[config.mk]
export PLATFORM = sky130hd
export DESIGN_NAME = lru_page_replacement
export DESIGN_NICKNAME = d
export VERILOG_FILES = /design/src/rtl/lrupr_pkg.sv /design/src/rtl/lrupr_ctrl.sv /design/src/rtl/lrupr_dp.sv /design/src/rtl/lru_page_replacement.sv
export SDC_FILE = /design/constraint.sdc
export NUM_CORES = 1
export LEC_CHECK = 0
export ABC_AREA = 0
export BUFFER_PORTS_ARGS = -buffer_cell sky130_fd_sc_hd__clkbuf_2
export CORE_MARGIN = 8
export CORE_UTILIZATION = 50
export CTS_BUF_LIST = sky130_fd_sc_hd__clkbuf_4 sky130_fd_sc_hd__clkbuf_8
export CTS_CLUSTER_SIZE = 10
export DETAILED_ROUTE_END_ITERATION = 7
export HOLD_SLACK_MARGIN = 0.02
export PLACE_DENSITY = 0.73
export SKIP_LAST_GASP = 1
export SYNTH_ARGS = -nofsm -noshare
export SYNTH_HDL_FRONTEND = slang
export SYNTH_SLANG_ARGS = --single-unit
export TNS_END_PERCENT = 100
[constraint.sdc]
create_clock -name aclk -period 10.4 [get_ports aclk]
set_input_delay 0.52 -clock aclk [delete_from_list [all_inputs] [get_ports aclk]]
set_output_delay 0.52 -clock aclk [all_outputs]
set_load 0.005 [all_outputs]
[src/rtl/lrupr_pkg.sv]
// Package with the constants and types of the LRU page replacement block.
package lrupr_pkg;

    localparam int FRAMES        = 4;
    localparam int PAGE_WIDTH    = 16;
    localparam int FRAME_IDX_W   = (FRAMES > 1) ? $clog2(FRAMES) : 1;
    localparam int RANK_W        = FRAME_IDX_W;
    localparam int COUNT_W       = $clog2(FRAMES + 1);

    localparam int PAGE_NUM_W    = 16;
    localparam int FRAME_INDEX_W = 2;
    localparam int FAULT_W       = 16;
    localparam int CFG_W         = 3;
    localparam logic [CFG_W-1:0] CFG_FRAMES_RESET = 3'd4;

    localparam int APB_ADDR_W    = 3;
    localparam int APB_DATA_W    = 32;
    localparam int REG_IDX_W     = APB_ADDR_W - 2;
    localparam logic [REG_IDX_W-1:0] REG_FRAMES_IN_USE = 1'b0;

    typedef enum logic {
        ST_EMPTY,
        ST_HOLD
    } ctrl_state_t;

    typedef struct packed {
        logic load;
        logic drain;
    } dp_cmd_t;

endpackage

[src/rtl/lrupr_ctrl.sv]
// Handshake controller: tracks the output register and issues load commands to the datapath.
module lrupr_ctrl (
    input  logic               aclk,
    input  logic               aresetn,
    input  logic               s_valid,
    output logic               s_ready,
    output logic               m_valid,
    input  logic               m_ready,
    output lrupr_pkg::dp_cmd_t cmd
);
    import lrupr_pkg::*;

    ctrl_state_t state_reg;
    ctrl_state_t state_next;

    always_ff @(posedge aclk) begin
        if (!aresetn) begin
            state_reg <= ST_EMPTY;
        end else begin
            state_reg <= state_next;
        end
    end

    always_comb begin
        state_next = state_reg;
        s_ready    = 1'b0;
        m_valid    = 1'b0;
        cmd.load   = 1'b0;
        cmd.drain  = 1'b0;
        case (state_reg)
            ST_EMPTY: begin
                s_ready = 1'b1;
                if (s_valid) begin
                    cmd.load   = 1'b1;
                    state_next = ST_HOLD;
                end
            end
            ST_HOLD: begin
                m_valid = 1'b1;
                // The output register frees up in the same cycle its beat leaves.
                s_ready = m_ready;
                if (m_ready) begin
                    cmd.drain = 1'b1;
                    if (s_valid) begin
                        cmd.load = 1'b1;
                    end else begin
                        state_next = ST_EMPTY;
                    end
                end
            end
            default: begin
                state_next = ST_EMPTY;
            end
        endcase
    end

endmodule

[src/rtl/lrupr_dp.sv]
// Datapath: frame table, recency ranks, fault counter, config register and result register.
module lrupr_dp (
    input  logic                                  aclk,
    input  logic                                  aresetn,
    input  lrupr_pkg::dp_cmd_t                    cmd,
    input  logic                                  psel,
    input  logic                                  penable,
    input  logic                                  pwrite,
    input  logic [lrupr_pkg::APB_ADDR_W-1:0]      paddr,
    input  logic [lrupr_pkg::APB_DATA_W-1:0]      pwdata,
    output logic [lrupr_pkg::APB_DATA_W-1:0]      prdata,
    input  logic [lrupr_pkg::PAGE_NUM_W-1:0]      s_page_number,
    output logic                                  m_hit,
    output logic                                  m_filled,
    output logic                                  m_replaced,
    output logic [lrupr_pkg::FRAME_INDEX_W-1:0]   m_frame_index,
    output logic [lrupr_pkg::PAGE_NUM_W-1:0]      m_victim_page,
    output logic [lrupr_pkg::FAULT_W-1:0]         m_fault_total
);
    import lrupr_pkg::*;

    logic [CFG_W-1:0]      frames_in_use_reg;
    logic [REG_IDX_W-1:0]  reg_idx;

    logic [PAGE_WIDTH-1:0] frame_page_reg [FRAMES];
    logic [FRAMES-1:0]     frame_valid_reg;
    logic [FRAMES-1:0]     frame_valid_next;
    logic [RANK_W-1:0]     rank_reg [FRAMES];
    logic [RANK_W-1:0]     rank_next [FRAMES];
    logic [FAULT_W-1:0]    fault_reg;
    logic [FAULT_W-1:0]    fault_next;

    logic [PAGE_WIDTH-1:0]  page;
    logic [FRAMES-1:0]      usable;
    logic [COUNT_W-1:0]     count;
    logic                   hit_found;
    logic [FRAME_IDX_W-1:0] hit_idx;
    logic                   empty_found;
    logic [FRAME_IDX_W-1:0] empty_idx;
    logic                   vic_found;
    logic [FRAME_IDX_W-1:0] vic_idx;
    logic [FRAME_IDX_W-1:0] sel_idx;
    logic [COUNT_W-1:0]     old_rank;

    logic                     hit_reg;
    logic                     filled_reg;
    logic                     replaced_reg;
    logic [FRAME_INDEX_W-1:0] frame_index_reg;
    logic [PAGE_NUM_W-1:0]    victim_page_reg;
    logic [PAGE_NUM_W-1:0]    victim_page_next;
    logic [FAULT_W-1:0]       fault_total_reg;

    // Configuration register.
    assign reg_idx = paddr[APB_ADDR_W-1:2];

    always_ff @(posedge aclk) begin
        if (!aresetn) begin
            frames_in_use_reg <= CFG_FRAMES_RESET;
        end else if (psel && penable && pwrite && (reg_idx == REG_FRAMES_IN_USE)) begin
            frames_in_use_reg <= pwdata[CFG_W-1:0];
        end
    end

    always_comb begin
        prdata = '0;
        if (reg_idx == REG_FRAMES_IN_USE) begin
            prdata = {{(APB_DATA_W-CFG_W){1'b0}}, frames_in_use_reg};
        end
    end

    // Lookup: all frames are compared in parallel.
    assign page = PAGE_WIDTH'(s_page_number);

    always_comb begin
        count       = '0;
        hit_found   = 1'b0;
        hit_idx     = '0;
        empty_found = 1'b0;
        empty_idx   = '0;
        vic_found   = 1'b0;
        vic_idx     = '0;
        for (int i = 0; i < FRAMES; i++) begin
            // A limit of zero still allows frame 0; limits above FRAMES allow all.
            usable[i] = (i == 0) || (32'(i) < {{(32-CFG_W){1'b0}}, frames_in_use_reg});
            count     = count + COUNT_W'(frame_valid_reg[i]);
        end
        // Walk downward so the lowest-numbered match wins.
        for (int i = FRAMES - 1; i >= 0; i--) begin
            if (usable[i] && frame_valid_reg[i] && (frame_page_reg[i] == page)) begin
                hit_found = 1'b1;
                hit_idx   = FRAME_IDX_W'(i);
            end
            if (usable[i] && !frame_valid_reg[i]) begin
                empty_found = 1'b1;
                empty_idx   = FRAME_IDX_W'(i);
            end
        end
        for (int i = 0; i < FRAMES; i++) begin
            if (usable[i] && frame_valid_reg[i]
                && (!vic_found || (rank_reg[i] > rank_reg[vic_idx]))) begin
                vic_found = 1'b1;
                vic_idx   = FRAME_IDX_W'(i);
            end
        end
    end

    always_comb begin
        if (hit_found) begin
            sel_idx  = hit_idx;
            old_rank = COUNT_W'(rank_reg[hit_idx]);
        end else if (empty_found) begin
            sel_idx  = empty_idx;
            old_rank = count;
        end else begin
            sel_idx  = vic_idx;
            old_rank = COUNT_W'(rank_reg[vic_idx]);
        end
    end

    // Recency update: the touched frame becomes rank zero and the valid frames
    // that were more recent than it age by one.
    always_comb begin
        frame_valid_next = frame_valid_reg;
        for (int i = 0; i < FRAMES; i++) begin
            rank_next[i] = rank_reg[i];
            if (FRAME_IDX_W'(i) == sel_idx) begin
                rank_next[i]        = '0;
                frame_valid_next[i] = 1'b1;
            end else if (frame_valid_reg[i] && (COUNT_W'(rank_reg[i]) < old_rank)) begin
                rank_next[i] = rank_reg[i] + RANK_W'(1);
            end
        end
    end

    always_comb begin
        fault_next = fault_reg;
        if (!hit_found && (fault_reg != {FAULT_W{1'b1}})) begin
            fault_next = fault_reg + FAULT_W'(1);
        end
    end

    assign victim_page_next = (!hit_found && !empty_found)
                              ? PAGE_NUM_W'(frame_page_reg[vic_idx]) : '0;

    always_ff @(posedge aclk) begin
        if (!aresetn) begin
            frame_valid_reg <= '0;
            fault_reg       <= '0;
            for (int i = 0; i < FRAMES; i++) begin
                rank_reg[i] <= '0;
            end
        end else if (cmd.load) begin
            frame_valid_reg <= frame_valid_next;
            fault_reg       <= fault_next;
            for (int i = 0; i < FRAMES; i++) begin
                rank_reg[i] <= rank_next[i];
            end
        end
    end

    always_ff @(posedge aclk) begin
        if (cmd.load && !hit_found) begin
            frame_page_reg[sel_idx] <= page;
        end
    end

    // Result register; the controller holds its valid flag.
    always_ff @(posedge aclk) begin
        if (cmd.load) begin
            hit_reg         <= hit_found;
            filled_reg      <= !hit_found && empty_found;
            replaced_reg    <= !hit_found && !empty_found;
            frame_index_reg <= FRAME_INDEX_W'(sel_idx);
            victim_page_reg <= victim_page_next;
            fault_total_reg <= fault_next;
        end else if (cmd.drain) begin
            // Nothing new to show; clear the outcome flags of the beat just taken.
            hit_reg      <= 1'b0;
            filled_reg   <= 1'b0;
            replaced_reg <= 1'b0;
        end
    end

    assign m_hit         = hit_reg;
    assign m_filled      = filled_reg;
    assign m_replaced    = replaced_reg;
    assign m_frame_index = frame_index_reg;
    assign m_victim_page = victim_page_reg;
    assign m_fault_total = fault_total_reg;

endmodule

[src/rtl/lru_page_replacement.sv]
// Latency: a result beat is valid in the cycle after its page reference is accepted.
// Throughput: one reference per cycle while results are taken; the frame compares, victim pick and rank
// update all finish in that cycle, and the output register is refilled as it drains.
// Reset (aresetn low, synchronous): all frames empty, ranks and fault count zero,
// frames_in_use back to 4, no result pending.
// Top level of the LRU page replacement block.
module lru_page_replacement (
    input  logic                                  aclk,
    input  logic                                  aresetn,
    input  logic                                  psel,
    input  logic                                  penable,
    input  logic                                  pwrite,
    input  logic [lrupr_pkg::APB_ADDR_W-1:0]      paddr,
    input  logic [lrupr_pkg::APB_DATA_W-1:0]      pwdata,
    output logic [lrupr_pkg::APB_DATA_W-1:0]      prdata,
    output logic                                  pready,
    input  logic                                  s_valid,
    output logic                                  s_ready,
    input  logic [lrupr_pkg::PAGE_NUM_W-1:0]      s_page_number,
    output logic                                  m_valid,
    input  logic                                  m_ready,
    output logic                                  m_hit,
    output logic                                  m_filled,
    output logic                                  m_replaced,
    output logic [lrupr_pkg::FRAME_INDEX_W-1:0]   m_frame_index,
    output logic [lrupr_pkg::PAGE_NUM_W-1:0]      m_victim_page,
    output logic [lrupr_pkg::FAULT_W-1:0]         m_fault_total
);
    import lrupr_pkg::*;

    dp_cmd_t cmd;

    assign pready = 1'b1;

    lrupr_ctrl u_ctrl (
        .aclk    (aclk),
        .aresetn (aresetn),
        .s_valid (s_valid),
        .s_ready (s_ready),
        .m_valid (m_valid),
        .m_ready (m_ready),
        .cmd     (cmd)
    );

    lrupr_dp u_dp (
        .aclk          (aclk),
        .aresetn       (aresetn),
        .cmd           (cmd),
        .psel          (psel),
        .penable       (penable),
        .pwrite        (pwrite),
        .paddr         (paddr),
        .pwdata        (pwdata),
        .prdata        (prdata),
        .s_page_number (s_page_number),
        .m_hit         (m_hit),
        .m_filled      (m_filled),
        .m_replaced    (m_replaced),
        .m_frame_index (m_frame_index),
        .m_victim_page (m_victim_page),
        .m_fault_total (m_fault_total)
    );

endmodule

==> flow_summary.toml <==
[sta]
hold_violations = 0
fin_crit_sh_pct = 62.0
period_needed_ns = 6.45
setup_viol = 0
finalClockSkew_ns = 0.0112
fmax_mhz = 155
max_slew_margin_pct = 12.9
tightest_slew_ns = 1.30
rsz0062_at_grt = "false"
setup-tns-final_ns = 0
slew_viol_final = 0

[route]
drt_wl_total_mm = 19.0
wl_per_cell_um = 20.4
drc = 0
drtAntennaViolNets = 0
dr.pass1.iters = 5
drt_iter0_markers = 492
num_vias = 5464
via_per_inst = 5.84

[critical_path]
startpoint_type = "register"
arrival_ns = 6.54
path_class = "register to register"
cp.required_ns = 10.49
path_max_fanout = 20
end_kind = "register"

[floorplanning]
die_height_um = 138
num_rows = 44
die_area_mm2 = 0.0190
dieWidth_um = 138
core_region_area_mm2 = 0.0145
start_util_pct = 51.0
ios = 130

[placement]
place.gp.congestion = 0.908
dp.final_hpwl_mm = 13.3
port_buffers = 68

[clock_network]
tritoncts = "done"
cts_buffers = 17
root_buffer = "clkbuf_8"
clk_pin_slew_ns = 0.08
ctsHtreeMaxLevel = 4
post_cts_buffers = 0
numClockSinks = 133
ctsResizeCount = 0
hold_buffers = 0
insertion_delay_ns = 0.47
clockBufferDepth = 2

[power_and_ir_drop]
ir_worst_vdd_v = 0.000116
cellPowerDensity_mw_per_mm2 = 150
power_leakage_nw = 3.03

[synth]
synthCells = 676
synth_edf_count = 109
avgSynthCellArea_um2 = 11.0
netlist_area_mm2 = 0.00741
async_flop_share_pct = 0
ys_ff_latch = 133
yosys_most_used_dff = "edfxtp_1"
ys_seq_area_share_pct = 50.7
synth.distinct_cells = 72
synth_warnings = 0

[grt]
grt_start_max_net_pins = 45
grt_pass1_wl_mm = 29.2
grt_pass1_vias = 5277
grt-ovfl-total = 0
antenna_found_initial = 0
track_usage_pct = 20.5

[final_layout]
drive_gt1_share_pct = 19.0
antenna_cells = 0
area_growth_pct = 10.7
final_util_pct = 56.4
largest_reg_flops = 64
layout_common_cells = "edfxtp_1 (109), nor2_1 (75), clkbuf_2 (68), xnor2_1 (51), a21oi_1 (46)"
fin_nets = 810
layout_commonest_cell = "edfxtp_1"

[outcome]
outcome = "finished clean"

[run]
maxCapViolCount = 0

[hold_path]
hold_path_class = "input port to register"
report_power, final:
part / internal (mW) / leakage [nW] / total [mW] / switching, mW
Combinational: 0.0484 / 1.59 / 0.137 / 0.0888
Sequential: 0.599 / 1.24 / 0.615 / 0.0161
Clock: 0.262 / 0.208 / 0.477 / 0.214
logic make-up after synthesis:
kind of cell / synth area share (%)
other cells: 0.101
fa+ha+maj: 2.47
compound gates: 11.3
xor+xnor: 11.2
mux: 1.16
flops: 50.7
simple gates: 17.0
buf+inv: 6.06
final cells by class:
class / count / area, um^2
clock inverter: 15 / 201
fill: 1284 / 6330
inverter: 19 / 73.8
clock buffer: 17 / 234
sequential: 133 / 3750
multi-input combinational: 494 / 3330
tap: 184 / 230
timing repair buffer: 73 / 378
stage by stage:
step	instance area [um^2]	total power, mW	std cells	worst slack, ns	hold WS, ns
2_1_floorplan	7520	0.716	704	4.28	0.461
3_3_place_gp	7770	0.759	903	4.14	0.477
3_5_place_dp	7770	0.763	903	3.97	0.491
4_1_cts	8200	1.24	935	3.93	0.252
5_1_grt	8200	1.27	935	3.56	0.266
6_report	8200	1.23	935	3.95	0.279
path summary, 6_finish.rpt:
path	slack, ns	startpoint	cells after the start	to
setup / recovery	3.95	u_dp.rank_reg[1][1]	20	u_dp.frame_page_reg[0][15]
hold / removal	0.28	pwdata[2]	3	u_dp.frames_in_use_reg[2]
setup reg to reg	3.95	u_dp.rank_reg[1][1]	20	u_dp.frame_page_reg[0][15]
hold reg to reg	0.50	u_dp.fault_reg[10]	2	u_dp.fault_reg[10]
synthesized netlist by cell type, types with 3 or more instances:
cell | number | area [um^2]
a211oi_1 | 4 | 30.0
a21bo_2 | 4 | 40.0
a21o_1 | 4 | 30.0
a21oi_1 | 46 | 230
a22oi_1 | 3 | 22.5
a31oi_1 | 3 | 18.8
and3_1 | 5 | 31.3
and4_1 | 3 | 26.3
buf_2 | 6 | 30.0
buf_4 | 32 | 240
buf_6 | 4 | 45.0
clkbuf_1 | 16 | 60.1
dfxtp_1 | 24 | 480
edfxtp_1 | 109 | 3270
ha_1 | 13 | 163
inv_1 | 18 | 67.6
mux2i_1 | 6 | 60.1
nand2_1 | 38 | 143
nand2b_1 | 5 | 31.3
nand3_1 | 15 | 75.1
nand4_1 | 17 | 106
nor2_1 | 77 | 289
nor2b_1 | 8 | 50.1
nor3_1 | 10 | 50.1
nor3_2 | 6 | 60.1
nor4_1 | 13 | 81.3
nor4_2 | 6 | 75.1
o211ai_1 | 6 | 45.0
o21ai_0 | 6 | 30.0
o21ai_1 | 4 | 20.0
o221ai_1 | 18 | 158
o32ai_1 | 3 | 26.3
or3_1 | 3 | 18.8
xnor2_1 | 51 | 447
xor2_1 | 44 | 385
layer usage:
metal	wire [um]	part of all wire [%]	global-route usage, %
met2	9420	49	34.7
met1	7820	41	24.5
met4	588	3.1	9.43
met5	0	0	0
met3	1210	6.3	4.30
worst max-delay path, stage by stage, from the launching register on:
cell and delay, ns:
edfxtp_1 0.53, ha_1 0.36, nor2b_1 0.14, a2bb2oi_1 0.14, o21ai_0 0.34, mux2i_1 0.32, ha_1 0.29, nor2b_1 0.13
o21ai_0 0.31, a21o_1 0.22, mux2_2 0.37, ha_1 0.29, nor2b_1 0.13, o2111ai_1 0.29, o21ai_1 0.12, buf_4 0.24
o21ai_1 0.15, a31oi_1 0.11, o21ai_2 0.47, nand3_1 0.24, nor2_2 0.88
Note: power is estimated with default switching activity, not from simulation.
